File: src/rtl/rgc_pkg.sv
`timescale 1ns / 1ps

package rgc_pkg;

    // field widths fixed by the interface
    localparam int CH_W      = 8;
    localparam int GRADE_W   = 28;
    localparam int CNT_OUT_W = 16;

    // default counter width
    localparam int COUNT_WIDTH_DEF = 16;

    // grade constants, Q.8: 0.39, 11.8 and 15.59 times 256
    localparam int MUL_EXT_W    = 12;
    localparam int WORD_MUL     = 100;
    localparam int SYL_MUL      = 3021;
    localparam int GRADE_OFFSET = 3991;
    localparam int GRADE_MAX    = 134217727;

    // character codes
    localparam logic [CH_W-1:0] CH_BANG  = 8'h21;
    localparam logic [CH_W-1:0] CH_DOT   = 8'h2E;
    localparam logic [CH_W-1:0] CH_QUEST = 8'h3F;
    localparam logic [CH_W-1:0] CH_SPACE = 8'h20;
    localparam logic [CH_W-1:0] CH_TAB   = 8'h09;
    localparam logic [CH_W-1:0] CH_CR    = 8'h0D;
    localparam logic [CH_W-1:0] CH_CASE  = 8'h20;

    // controller to datapath commands
    typedef struct packed {
        logic take;
        logic load_prod;
        logic div_start;
        logic div_sel;
        logic load_q1;
        logic load_sum;
        logic load_out;
    } rgc_cmd_t;

    // datapath to controller status
    typedef struct packed {
        logic zero;
        logic div_done;
        logic out_free;
    } rgc_sts_t;

endpackage

File: src/rtl/rgc_div.sv
`timescale 1ns / 1ps

module rgc_div #(
    parameter int COUNT_WIDTH = rgc_pkg::COUNT_WIDTH_DEF
) (
    input  logic                                      clk,
    input  logic                                      rst_n,
    input  logic                                      start,
    input  logic [COUNT_WIDTH+rgc_pkg::MUL_EXT_W-1:0] dividend,
    input  logic [COUNT_WIDTH-1:0]                    divisor,
    output logic                                      done,
    output logic [COUNT_WIDTH+rgc_pkg::MUL_EXT_W-1:0] quotient
);
    import rgc_pkg::*;

    localparam int NW = COUNT_WIDTH + MUL_EXT_W;
    localparam int CW = $clog2(NW + 1);

    logic [COUNT_WIDTH-1:0] rem_reg, rem_next;
    logic [COUNT_WIDTH-1:0] div_reg, div_next;
    logic [NW-1:0]          quo_reg, quo_next;
    logic [CW-1:0]          cnt_reg, cnt_next;
    logic                   busy_reg, busy_next;
    logic                   done_reg, done_next;
    logic [COUNT_WIDTH:0]   rem_sh;
    logic [COUNT_WIDTH:0]   rem_sub;
    logic                   ge;

    // one restoring step per cycle
    always_comb
    begin
        rem_sh  = {rem_reg, quo_reg[NW-1]};
        ge      = rem_sh >= {1'b0, div_reg};
        rem_sub = rem_sh - {1'b0, div_reg};
    end

    always_comb
    begin
        rem_next  = rem_reg;
        div_next  = div_reg;
        quo_next  = quo_reg;
        cnt_next  = cnt_reg;
        busy_next = busy_reg;
        done_next = 1'b0;
        if (start)
        begin
            rem_next  = '0;
            div_next  = divisor;
            quo_next  = dividend;
            cnt_next  = CW'(NW);
            busy_next = 1'b1;
        end
        else if (busy_reg)
        begin
            rem_next = ge ? rem_sub[COUNT_WIDTH-1:0] : rem_sh[COUNT_WIDTH-1:0];
            quo_next = {quo_reg[NW-2:0], ge};
            cnt_next = cnt_reg - CW'(1);
            if (cnt_reg == CW'(1))
            begin
                busy_next = 1'b0;
                done_next = 1'b1;
            end
        end
    end

    // control registers
    always_ff @(posedge clk or negedge rst_n)
    begin
        if (!rst_n)
        begin
            busy_reg <= 1'b0;
            done_reg <= 1'b0;
            cnt_reg  <= '0;
        end
        else
        begin
            busy_reg <= busy_next;
            done_reg <= done_next;
            cnt_reg  <= cnt_next;
        end
    end

    // working registers
    always_ff @(posedge clk)
    begin
        rem_reg <= rem_next;
        div_reg <= div_next;
        quo_reg <= quo_next;
    end

    assign done     = done_reg;
    assign quotient = quo_reg;

    // partial remainder stays below a nonzero divisor
    a_rem_bound: assert property (@(posedge clk) disable iff (!rst_n)
        (busy_reg && div_reg != '0) |-> (rem_reg < div_reg))
        else $error("divider remainder not below divisor");

endmodule

File: src/rtl/rgc_dp.sv
`timescale 1ns / 1ps

module rgc_dp #(
    parameter int COUNT_WIDTH = rgc_pkg::COUNT_WIDTH_DEF
) (
    input  logic                                  clk,
    input  logic                                  rst_n,
    input  logic                                  text_valid,
    input  logic [rgc_pkg::CH_W-1:0]              ch,
    input  logic                                  last,
    input  logic                                  result_stall,
    input  rgc_pkg::rgc_cmd_t                     cmd,
    output rgc_pkg::rgc_sts_t                     sts,
    output logic                                  result_valid,
    output logic signed [rgc_pkg::GRADE_W-1:0]    grade,
    output logic [rgc_pkg::CNT_OUT_W-1:0]         sentence_count,
    output logic [rgc_pkg::CNT_OUT_W-1:0]         word_count,
    output logic [rgc_pkg::CNT_OUT_W-1:0]         syllable_count,
    output logic                                  saturated
);
    import rgc_pkg::*;

    localparam int NW = COUNT_WIDTH + MUL_EXT_W;
    localparam int SW = NW + 1;
    localparam int XW = (SW > GRADE_W) ? SW : GRADE_W;
    localparam logic [COUNT_WIDTH-1:0] CNT_MAX = {COUNT_WIDTH{1'b1}};

    logic [COUNT_WIDTH-1:0] sent_reg, sent_next;
    logic [COUNT_WIDTH-1:0] word_reg, word_next;
    logic [COUNT_WIDTH-1:0] syl_reg, syl_next;
    logic                   vowel_reg, vowel_next;
    logic                   letter_reg, letter_next;
    logic                   ovf_reg, ovf_next;

    logic                   take;
    logic                   is_space, is_vowel, is_letter, is_punct;
    logic [CH_W-1:0]        lc;
    logic                   sent_bump, word_bump, syl_bump;

    logic [NW-1:0]          prod_w_reg, prod_y_reg;
    logic [NW-1:0]          q1_reg;
    logic [SW-1:0]          sum_reg;
    logic [NW-1:0]          div_dividend, div_quo;
    logic [COUNT_WIDTH-1:0] div_divisor;
    logic                   div_done;

    logic [XW-1:0]          sum_x, diff_x;
    logic [GRADE_W-1:0]     grade_calc;

    logic                   out_valid_reg, out_valid_next;
    logic [GRADE_W-1:0]     grade_reg;
    logic [CNT_OUT_W-1:0]   sent_out_reg, word_out_reg, syl_out_reg;
    logic                   sat_out_reg;
    logic [COUNT_WIDTH+CNT_OUT_W-1:0] sent_ext, word_ext, syl_ext;

    // byte classification
    always_comb
    begin
        take      = text_valid && cmd.take;
        lc        = ch | CH_CASE;
        is_space  = (ch == CH_SPACE) || (ch >= CH_TAB && ch <= CH_CR);
        is_vowel  = (lc == 8'h61) || (lc == 8'h65) || (lc == 8'h69)
                 || (lc == 8'h6F) || (lc == 8'h75);
        is_letter = (ch >= 8'h41 && ch <= 8'h5A) || (ch >= 8'h61 && ch <= 8'h7A);
        is_punct  = (ch == CH_BANG) || (ch == CH_DOT) || (ch == CH_QUEST);
        sent_bump = take && is_punct;
        syl_bump  = take && !is_space && is_vowel && !vowel_reg;
        word_bump = take && (is_space || last)
                 && (letter_reg || (!is_space && is_letter));
    end

    // saturating counters and token state
    always_comb
    begin
        sent_next   = sent_reg;
        word_next   = word_reg;
        syl_next    = syl_reg;
        vowel_next  = vowel_reg;
        letter_next = letter_reg;
        ovf_next    = ovf_reg;
        if (sent_bump)
        begin
            if (sent_reg != CNT_MAX) sent_next = sent_reg + 1'b1;
            if (sent_reg >= CNT_MAX - 1'b1) ovf_next = 1'b1;
        end
        if (word_bump)
        begin
            if (word_reg != CNT_MAX) word_next = word_reg + 1'b1;
            if (word_reg >= CNT_MAX - 1'b1) ovf_next = 1'b1;
        end
        if (syl_bump)
        begin
            if (syl_reg != CNT_MAX) syl_next = syl_reg + 1'b1;
            if (syl_reg >= CNT_MAX - 1'b1) ovf_next = 1'b1;
        end
        if (take)
        begin
            if (is_space || last)
            begin
                vowel_next  = 1'b0;
                letter_next = 1'b0;
            end
            else
            begin
                vowel_next  = is_vowel;
                letter_next = letter_reg || is_letter;
            end
        end
        if (cmd.load_out)
        begin
            sent_next   = '0;
            word_next   = '0;
            syl_next    = '0;
            vowel_next  = 1'b0;
            letter_next = 1'b0;
            ovf_next    = 1'b0;
        end
    end

    always_ff @(posedge clk or negedge rst_n)
    begin
        if (!rst_n)
        begin
            sent_reg   <= '0;
            word_reg   <= '0;
            syl_reg    <= '0;
            vowel_reg  <= 1'b0;
            letter_reg <= 1'b0;
            ovf_reg    <= 1'b0;
        end
        else
        begin
            sent_reg   <= sent_next;
            word_reg   <= word_next;
            syl_reg    <= syl_next;
            vowel_reg  <= vowel_next;
            letter_reg <= letter_next;
            ovf_reg    <= ovf_next;
        end
    end

    // scaled numerators, quotient and sum
    always_ff @(posedge clk)
    begin
        if (cmd.load_prod)
        begin
            prod_w_reg <= NW'(word_reg) * NW'(WORD_MUL);
            prod_y_reg <= NW'(syl_reg) * NW'(SYL_MUL);
        end
        if (cmd.load_q1)
        begin
            q1_reg <= div_quo;
        end
        if (cmd.load_sum)
        begin
            sum_reg <= SW'(q1_reg) + SW'(div_quo);
        end
    end

    // shared divider
    assign div_dividend = cmd.div_sel ? prod_y_reg : prod_w_reg;
    assign div_divisor  = cmd.div_sel ? word_reg : sent_reg;

    rgc_div #(
        .COUNT_WIDTH(COUNT_WIDTH)
    ) u_div (
        .clk     (clk),
        .rst_n   (rst_n),
        .start   (cmd.div_start),
        .dividend(div_dividend),
        .divisor (div_divisor),
        .done    (div_done),
        .quotient(div_quo)
    );

    // offset and clamp
    always_comb
    begin
        sum_x  = XW'(sum_reg);
        diff_x = sum_x - XW'(GRADE_OFFSET);
        if (sts.zero)
            grade_calc = '0;
        else if (sum_x >= XW'(GRADE_OFFSET) && diff_x > XW'(GRADE_MAX))
            grade_calc = GRADE_W'(GRADE_MAX);
        else
            grade_calc = diff_x[GRADE_W-1:0];
    end

    assign sent_ext = {{CNT_OUT_W{1'b0}}, sent_reg};
    assign word_ext = {{CNT_OUT_W{1'b0}}, word_reg};
    assign syl_ext  = {{CNT_OUT_W{1'b0}}, syl_reg};

    // result register
    always_comb
    begin
        out_valid_next = out_valid_reg;
        if (out_valid_reg && !result_stall)
            out_valid_next = 1'b0;
        if (cmd.load_out)
            out_valid_next = 1'b1;
    end

    always_ff @(posedge clk or negedge rst_n)
    begin
        if (!rst_n)
            out_valid_reg <= 1'b0;
        else
            out_valid_reg <= out_valid_next;
    end

    always_ff @(posedge clk)
    begin
        if (cmd.load_out)
        begin
            grade_reg    <= grade_calc;
            sent_out_reg <= sent_ext[CNT_OUT_W-1:0];
            word_out_reg <= word_ext[CNT_OUT_W-1:0];
            syl_out_reg  <= syl_ext[CNT_OUT_W-1:0];
            sat_out_reg  <= ovf_reg;
        end
    end

    // status to controller
    assign sts.zero     = (sent_reg == '0) || (word_reg == '0);
    assign sts.div_done = div_done;
    assign sts.out_free = !out_valid_reg || !result_stall;

    assign result_valid   = out_valid_reg;
    assign grade          = grade_reg;
    assign sentence_count = sent_out_reg;
    assign word_count     = word_out_reg;
    assign syllable_count = syl_out_reg;
    assign saturated      = sat_out_reg;

    // counts start over once a result is loaded
    a_clear_after_load: assert property (@(posedge clk) disable iff (!rst_n)
        cmd.load_out |=> (sent_reg == '0 && word_reg == '0 && syl_reg == '0
                          && !ovf_reg && !letter_reg))
        else $error("counters not cleared after result load");

endmodule

File: src/rtl/rgc_ctrl.sv
`timescale 1ns / 1ps

module rgc_ctrl (
    input  logic               clk,
    input  logic               rst_n,
    input  logic               text_valid,
    input  logic               last,
    input  rgc_pkg::rgc_sts_t  sts,
    output rgc_pkg::rgc_cmd_t  cmd,
    output logic               text_stall
);
    import rgc_pkg::*;

    localparam logic [2:0] S_IDLE = 3'd0;
    localparam logic [2:0] S_MUL  = 3'd1;
    localparam logic [2:0] S_D1S  = 3'd2;
    localparam logic [2:0] S_D1W  = 3'd3;
    localparam logic [2:0] S_D2S  = 3'd4;
    localparam logic [2:0] S_D2W  = 3'd5;
    localparam logic [2:0] S_SUM  = 3'd6;
    localparam logic [2:0] S_DONE = 3'd7;

    logic [2:0] state_reg, state_next;

    // sequencing of the final transaction
    always_comb
    begin
        state_next = state_reg;
        cmd        = '0;
        case (state_reg)
            S_IDLE:
            begin
                cmd.take = 1'b1;
                if (text_valid && last)
                    state_next = S_MUL;
            end
            S_MUL:
            begin
                cmd.load_prod = 1'b1;
                state_next    = sts.zero ? S_DONE : S_D1S;
            end
            S_D1S:
            begin
                cmd.div_start = 1'b1;
                state_next    = S_D1W;
            end
            S_D1W:
            begin
                if (sts.div_done)
                begin
                    cmd.load_q1 = 1'b1;
                    state_next  = S_D2S;
                end
            end
            S_D2S:
            begin
                cmd.div_sel   = 1'b1;
                cmd.div_start = 1'b1;
                state_next    = S_D2W;
            end
            S_D2W:
            begin
                cmd.div_sel = 1'b1;
                if (sts.div_done)
                begin
                    cmd.load_sum = 1'b1;
                    state_next   = S_SUM;
                end
            end
            S_SUM:
            begin
                state_next = S_DONE;
            end
            S_DONE:
            begin
                if (sts.out_free)
                begin
                    cmd.load_out = 1'b1;
                    state_next   = S_IDLE;
                end
            end
            default:
            begin
                state_next = S_IDLE;
            end
        endcase
    end

    always_ff @(posedge clk or negedge rst_n)
    begin
        if (!rst_n)
            state_reg <= S_IDLE;
        else
            state_reg <= state_next;
    end

    assign text_stall = !cmd.take;

    // result only loaded into a free output register
    a_load_free: assert property (@(posedge clk) disable iff (!rst_n)
        cmd.load_out |-> sts.out_free)
        else $error("result loaded over a pending one");

    // no division when a divisor is zero
    a_no_div_zero: assert property (@(posedge clk) disable iff (!rst_n)
        cmd.div_start |-> !sts.zero)
        else $error("division started with zero divisor");

    // bytes are never taken while a grade is being worked out
    a_stall_busy: assert property (@(posedge clk) disable iff (!rst_n)
        (cmd.load_prod || cmd.div_start || cmd.load_sum) |-> text_stall)
        else $error("input taken during grade computation");

endmodule

File: src/rtl/readability_grade_counter_top.sv
`timescale 1ns / 1ps

// non-final text bytes: one transaction per cycle, no result
// final byte: result valid once two quotients are done on one shared divider
//   that retires one bit per cycle
// final byte of a text with no sentence or no word: no division, grade of zero
// text input stalls from the final byte until the result is loaded
// reset clears all counters, token state and the result valid flag
module readability_grade_counter_top #(
    parameter int COUNT_WIDTH = rgc_pkg::COUNT_WIDTH_DEF
) (
    input  logic                                clk,
    input  logic                                rst_n,
    input  logic                                text_valid,
    output logic                                text_stall,
    input  logic [rgc_pkg::CH_W-1:0]            ch,
    input  logic                                last,
    output logic                                result_valid,
    input  logic                                result_stall,
    output logic signed [rgc_pkg::GRADE_W-1:0]  grade,
    output logic [rgc_pkg::CNT_OUT_W-1:0]       sentence_count,
    output logic [rgc_pkg::CNT_OUT_W-1:0]       word_count,
    output logic [rgc_pkg::CNT_OUT_W-1:0]       syllable_count,
    output logic                                saturated
);
    import rgc_pkg::*;

    rgc_cmd_t cmd;
    rgc_sts_t sts;

    // control
    rgc_ctrl u_ctrl (
        .clk       (clk),
        .rst_n     (rst_n),
        .text_valid(text_valid),
        .last      (last),
        .sts       (sts),
        .cmd       (cmd),
        .text_stall(text_stall)
    );

    // counters, divider and result register
    rgc_dp #(
        .COUNT_WIDTH(COUNT_WIDTH)
    ) u_dp (
        .clk           (clk),
        .rst_n         (rst_n),
        .text_valid    (text_valid),
        .ch            (ch),
        .last          (last),
        .result_stall  (result_stall),
        .cmd           (cmd),
        .sts           (sts),
        .result_valid  (result_valid),
        .grade         (grade),
        .sentence_count(sentence_count),
        .word_count    (word_count),
        .syllable_count(syllable_count),
        .saturated     (saturated)
    );

endmodule

File: config.mk
export PLATFORM = sky130hd
export DESIGN_NAME = readability_grade_counter_top
export DESIGN_NICKNAME = d
export VERILOG_FILES = /design/src/rtl/rgc_pkg.sv /design/src/rtl/rgc_div.sv /design/src/rtl/rgc_dp.sv /design/src/rtl/rgc_ctrl.sv /design/src/rtl/readability_grade_counter_top.sv
export SDC_FILE = /design/constraint.sdc
export NUM_CORES = 1
export LEC_CHECK = 0
export BUFFER_PORTS_ARGS = -buffer_cell sky130_fd_sc_hd__buf_2
export CAP_MARGIN = 5
export CORE_AREA = 2 2 301 154
export DETAILED_ROUTE_END_ITERATION = 12
export DIE_AREA = 0 0 303 156
export GPL_ROUTABILITY_DRIVEN = 0
export PLACE_DENSITY = 0.61
export SLEW_MARGIN = 20
export SYNTH_ARGS = -nofsm -noshare
export SYNTH_HDL_FRONTEND = slang
export SYNTH_SLANG_ARGS = --single-unit
export TNS_END_PERCENT = 100
File: constraint.sdc
create_clock -name clk -period 6.75 [get_ports clk]
set_clock_uncertainty 0.15 [all_clocks]
set_input_delay 1.0125 -clock clk [delete_from_list [all_inputs] [get_ports clk]]
set_output_delay 1.0125 -clock clk [all_outputs]
set_load 0.1 [all_outputs]
==> results of run 1 <==
[path summary, 6_finish.rpt]
| path | slack (ns) | end | startpoint |
|---|---|---|---|
| max | 0.49 | u_dp.prod_y_reg[26]$_DFFE_PP_ | u_dp.syl_reg[4]$_DFFE_PN0P_ |
| min in group asynchronous | 0.49 | u_dp.sent_reg[9]$_DFFE_PN0P_ | rst_n |
| min reg2reg | 0.32 | u_dp.saturated$_DFFE_PP_ | u_dp.ovf_reg$_DFF_PN0_ |
| max reg2reg | 0.49 | u_dp.prod_y_reg[26]$_DFFE_PP_ | u_dp.syl_reg[4]$_DFFE_PN0P_ |
| max in group asynchronous | 5.38 | u_ctrl.state_reg[2]$_DFFE_PN0P_ | rst_n |
| min | 0.32 | u_dp.saturated$_DFFE_PP_ | u_dp.ovf_reg$_DFF_PN0_ |
[per-stage QoR]
stage               total power, mW  hold slack [ns]
global placement               6.05            0.293
global route                   8.24            0.327
finish                         7.79            0.319
detailed placement             6.11            0.308
floorplan                      5.44            0.273
CTS                            7.82            0.314
[kinds of logic (layout without fill, tap and decap cells)]
kind of cell / after synthesis / count (layout) / synth area share, %
buffers and inverters: 280 / 395 / 5.34
flip-flops: 305 / 305 / 43.5
adder cells (fa/ha/maj): 303 / 303 / 22.4
AND/OR/NAND/NOR: 444 / 444 / 10.8
multiplexers: 35 / 35 / 1.77
AO/OA/AOI/OAI: 320 / 320 / 10.3
XOR/XNOR: 132 / 132 / 5.79
[synth_stat cells, drive strengths merged, types with 6 or more instances]
library cell	instances	share of area [%]
a21o	31	1.2
nor3	31	0.78
a21oi	73	1.8
mux2i	33	1.7
and2	9	0.28
dfrtp	62	7.8
clkbuf	32	0.60
nand2b	13	0.41
nand2	125	2.4
o2111ai	6	0.26
and3	16	0.50
inv	242	4.6
nor2b	12	0.38
ha	212	13
fa	91	9.1
xor2	36	1.6
edfxtp	227	34
or3	14	0.44
o21ai	123	3.4
a21boi	8	0.32
nand4	21	0.66
o21bai	8	0.30
nand3	39	0.98
nor2	123	2.3
a22oi	7	0.26
nor4	15	0.55
o21a	12	0.45
dfxtp	16	1.6
xnor2	96	4.2
[cell type report]
type                            count  area [sq um]
Inverter                          243           912
Tap cell                          598           748
Clock inverter                     16           204
Clock buffer                       36           771
Timing Repair Buffer              100           543
Fill cell                        4061         22500
Sequential cell                   305          8690
Multi-Input combinational cell   1234         10200
[routing by layer]
metal | share of wire, % | vias up | routed length [um]
li1 | - | 6515 | -
met1 | 55 | 6307 | 24600
met2 | 36 | 377 | 16000
met3 | 8.1 | 36 | 3600
met4 | 0.96 | 0 | 427
met5 | 0 | - | 0
[power groups by stage]
stage | Sequential [mW] | Clock [mW] | Combinational, mW
after global placement | 2.94 | 0 | 3.11
after CTS | 2.92 | 1.73 | 3.17
after global routing | 2.97 | 1.81 | 3.46
after detailed placement | 2.95 | 0 | 3.16
after floorplan | 3.86 | 0 | 1.58
final | 2.92 | 1.69 | 3.18
==> flow_summary.json, run 1 <==
{
  "postCtsHoldBufs": 0,
  "grt_use_met2_pct": 24.1,
  "vias": 13235,
  "busiest_layer": "met1",
  "layout_common_cells": "inv_1, edfxtp_1, ha_1, nand2_1, nor2_1",
  "grt_pass1_wl_mm": 71.5,
  "wl_mm": 44.7,
  "cpMostUsedCell": "fa_1",
  "cts_tree": "built",
  "final_cells": 2532,
  "seq_area_frac_synth_pct": 43.5,
  "ant_nets": 0,
  "fmax_mhz": 160,
  "dp_slack_ns": 0.494,
  "yosys_register_bits": 305,
  "worstPathRequired_ns": 6.88,
  "dr.pass1.iters": 7,
  "antenna_cells": 0,
  "die_w_um": 303,
  "cts.sinks": 305,
  "cts_resized": 0,
  "dieHeight_um": 156,
  "io_pins": 92,
  "grt_pass1_vias": 12667,
  "rows": 55,
  "tns_ns": 0,
  "grt_overflow": 0,
  "placedCellCount": 2479,
  "critical_path_buf_inv_count": 4,
  "crit_slowest_cell": "dfrtp_1",
  "clkPwrFrac_pct": 21.7,
  "cp_num_cells": 18,
  "wl_per_cell_um": 17.6,
  "p_per_area_nw_per_um2": 352,
  "switching_share_pct": 42.6,
  "drt-vias-per-instance": 5.23,
  "cp_data_arrival_time_ns": 6.39,
  "crit_fanout": 9,
  "synthDistinctLibCells": 78,
  "die-area_sq_um": 47300,
  "cp-end-kind": "flip-flop",
  "peakVddDrop_v": 0.000319,
  "place_hpwl_mm": 34.7,
  "grt_max_degree": 102,
  "hold_viol": 0,
  "met1_usage_pct": 33.0,
  "p_leak_nw": 10.1,
  "setup_viol": 0,
  "final_common_cell": "inv_1",
  "synthArstFlopShare_pct": 20.3,
  "stdcell_area_sq_um": 22100,
  "hp-class": "reg2reg",
  "cts-root-buf": "clkbuf_16",
  "p_switching_mw": 3.32,
  "status": "complete, no violations",
  "yosys_warnings": 0,
  "period_share_pct": 92.7,
  "area_growth_pct": 10.8,
  "timing.final.ws_setup_ns": 0.493,
  "worstSkewPairLatency_ns": 0.58,
  "cts_made_buffers": 28,
  "crit_type": "reg2reg",
  "postLayoutCoreUtil_pct": 49.5,
  "antenna_found_initial": 2,
  "whs_path_depth": 0,
  "worst_pin_slew_ns": 1.07,
  "grt_setup_unrepaired": "no",
  "rr_worst_depth": 18,
  "finalMaxSlewViolations": 0,
  "path_delay_family": "adder cells",
  "place_area_sq_um": 21100,
  "nNetsFinal": 2228,
  "synth_area_per_cell_sq_um": 11.0,
  "combinationalPowerShare_pct": 40.9,
  "final.min_clock_period_ns": 6.26,
  "synthFlopType": "edfxtp_1",
  "start_kind": "flip-flop",
  "post-cts-setup-buffers": 0,
  "drive_gt1_share_pct": 10.1,
  "cpPeakStageDelay_ns": 0.59,
  "track_usage_pct": 19.2,
  "drtIter0Drc": 1127,
  "crit_chain": "inv_1 > fa_1 > inv_1 > fa_1 > fa_1 > fa_1 > inv_1 > fa_1 > inv_1 > ha_1 > o21ai_0 > or2_2 > a311o_1 > a21oi_1 > a211oi_1 > nor2b_1 > o41ai_1 > o311ai_0",
  "drv_cap": 0,
  "core_sq_um": 44700,
  "largest_reg_flops": 29,
  "clock_path_buffers": 3,
  "syn_nets": 2135,
  "max_slew_margin_pct": 28.8,
  "clk_pin_slew_worst_paths_ns": 0.07,
  "p_seq_share_pct": 37.5,
  "io_buffers": 91,
  "start_util_pct": 44.7,
  "drc_errors": 0,
  "met3_usage_pct": 4.55,
  "htreeDepth": 1,
  "internal_power_mw": 4.47,
  "syn_inst": 1819,
  "synth_edf_count": 227,
  "synth_area_sq_um": 20000
}
No activity file was read; power rests on OpenSTA's default activity.
==> run 2, diff against run 1 <==
CORE_AREA = 2 2 261 134   (was 2 2 301 154)
DIE_AREA = 0 0 263 136   (was 0 0 303 156)
PLACE_DENSITY = 0.78   (was 0.61)
==> run 2 against run 1 <==
Effect of this change: cell area fell by 0.85%; clock-buffer cell count fell by 5; worst setup slack improved by 0.027 ns; first-iteration DRC count rose by 35%; final cell count fell by 5.8%; sequential power barely moved; critical endpoint unchanged; largest power group unchanged.
==> flow_summary.json, run 2 (synthesized netlist as in run 1, its figures left out) <==
{
  "setup_viol": 0,
  "p_switching_mw": 3.30,
  "hp-class": "reg2reg",
  "drt-vias-per-instance": 5.71,
  "io_buffers": 91,
  "peakVddDrop_v": 0.000316,
  "worstPathRequired_ns": 6.88,
  "status": "complete, no violations",
  "p_seq_share_pct": 37.5,
  "antenna_cells": 0,
  "nNetsFinal": 2228,
  "core_sq_um": 33800,
  "post-cts-setup-buffers": 0,
  "cp-end-kind": "flip-flop",
  "power_mw": 7.78,
  "postCtsHoldBufs": 0,
  "cts_made_buffers": 28,
  "antenna_found_initial": 2,
  "vias": 13621,
  "rr_worst_depth": 18,
  "combinationalPowerShare_pct": 40.8,
  "cts-root-buf": "clkbuf_16",
  "crit_type": "reg2reg",
  "cp_data_arrival_time_ns": 6.36,
  "fmax_mhz": 161,
  "grt_pass1_wl_mm": 69.9,
  "p_leak_nw": 10.1,
  "clkPwrFrac_pct": 21.8,
  "dr.pass1.iters": 6,
  "final_common_cell": "inv_1",
  "clk_pin_slew_worst_paths_ns": 0.07,
  "htreeDepth": 1,
  "worst_pin_slew_ns": 1.05,
  "dieHeight_um": 136,
  "hold_viol": 0,
  "layout_common_cells": "inv_1, edfxtp_1, ha_1, nand2_1, nor2_1",
  "crit_fanout": 9,
  "p_per_area_nw_per_um2": 355,
  "tns_ns": 0,
  "io_pins": 92,
  "final.min_clock_period_ns": 6.23,
  "drive_gt1_share_pct": 9.98,
  "die_w_um": 263,
  "grt_overflow": 0,
  "whs_ns": 0.309,
  "track_usage_pct": 24.6,
  "period_share_pct": 92.3,
  "max_slew_margin_pct": 30.0,
  "switching_share_pct": 42.4,
  "place_hpwl_mm": 33.1,
  "start_util_pct": 59.1,
  "grt_max_degree": 102,
  "cts.sinks": 305,
  "grt_pass1_vias": 13068,
  "timing.rr.end": "u_dp.prod_y_reg[26]$_DFFE_PP_",
  "timing.final.ws_setup_ns": 0.520,
  "cts_tree": "built",
  "drv_cap": 0,
  "worstSkewPairLatency_ns": 0.57,
  "crit_end": "u_dp.prod_y_reg[26]$_DFFE_PP_",
  "cts_resized": 0,
  "dp_slack_ns": 0.552,
  "internal_power_mw": 4.48,
  "area_growth_pct": 9.89,
  "grt_setup_unrepaired": "no",
  "r2r_start": "u_dp.syl_reg[4]$_DFFE_PN0P_",
  "wl_mm": 43.3,
  "rrSetupSlack_ns": 0.52,
  "start_kind": "flip-flop",
  "cp-startpoint": "u_dp.syl_reg[4]$_DFFE_PN0P_",
  "largest_reg_flops": 29,
  "clock_path_buffers": 3,
  "wl_per_cell_um": 18.2,
  "drtIter0Drc": 1519,
  "ant_nets": 0,
  "die-area_sq_um": 35800,
  "drc_errors": 0,
  "finalMaxSlewViolations": 0,
  "rows": 48
}
==> run 2: cell count changes in the layout (fill, tap and decap cells not counted), sizes merged <==
| cell | delta |
|---|---|
| clkbuf | -5 |
| clkinv | +3 |
| inv | +3 |
| clkinvlp | -2 |
| bufinv | +1 |
==> run 2: critical path, cell delays in order (launching register included) <==
cell and delay (ns):
dfrtp_1 0.58, inv_1 0.16, fa_1 0.56, inv_1 0.06, fa_1 0.47, fa_1 0.52, fa_1 0.54, inv_1 0.05
fa_1 0.52, inv_1 0.04, ha_1 0.24, a211oi_1 0.28, or2_2 0.18, a311o_1 0.21, a21oi_1 0.11, a211oi_1 0.36
nor2b_1 0.13, o41ai_1 0.53, o311ai_0 0.23
==> run 2: cell type report <==
class	instances	area, sq um
tap	450	563
clock buffer	31	722
inverter	243	912
fill	2550	11800
clock inverter	21	254
sequential	305	8690
timing repair buffer	100	539
multi-input combinational	1234	10200
==> run 2: worst min path at each step <==
stage | start | to | slack (ns) | cells past startpoint
after floorplan | u_dp.sent_reg[2]$_DFFE_PN0P_ | u_dp.sentence_count[2]$_DFFE_PP_ | 0.27 | 0
after global placement | u_dp.u_div.rem_reg[15]$_SDFFE_PN0P_ | u_dp.u_div.rem_reg[15]$_SDFFE_PN0P_ | 0.29 | 2
after detailed placement | u_dp.u_div.rem_reg[15]$_SDFFE_PN0P_ | u_dp.u_div.rem_reg[15]$_SDFFE_PN0P_ | 0.30 | 2
after CTS | u_dp.u_div.rem_reg[15]$_SDFFE_PN0P_ | u_dp.u_div.rem_reg[15]$_SDFFE_PN0P_ | 0.31 | 2
after global routing | u_dp.ovf_reg$_DFF_PN0_ | u_dp.saturated$_DFFE_PP_ | 0.35 | 0
final | u_dp.u_div.rem_reg[15]$_SDFFE_PN0P_ | u_dp.u_div.rem_reg[15]$_SDFFE_PN0P_ | 0.31 | 2
==> run 2: metrics by stage <==
step,cell area [sq um],cells,utilization (%)
2_1_floorplan,20000,1819,-
3_3_place_gp,20900,2331,62.0
3_5_place_dp,20900,2331,62.0
4_1_cts,21900,2383,64.9
5_1_grt,21900,2384,65.0
6_report,21900,2384,65.0
==> run 2: power by group through the flow <==
stage / registers [mW] / clock network, mW / logic [mW]
after floorplan: 3.86 / 0 / 1.58
after global placement: 2.93 / 0 / 3.06
after detailed placement: 2.94 / 0 / 3.13
after CTS: 2.91 / 1.72 / 3.15
after global routing: 2.97 / 1.79 / 3.43
final: 2.91 / 1.69 / 3.17
==> run 2: metal layers <==
metal  vias to the layer above  share of wire (%)  GRT usage [%]
met3                        66                9.8           5.34
met4                         2                1.5           4.38
met2                       548                 39           34.0
met5                         -              0.021              0
met1                      6487                 49           39.7
li1                       6518                  -              -
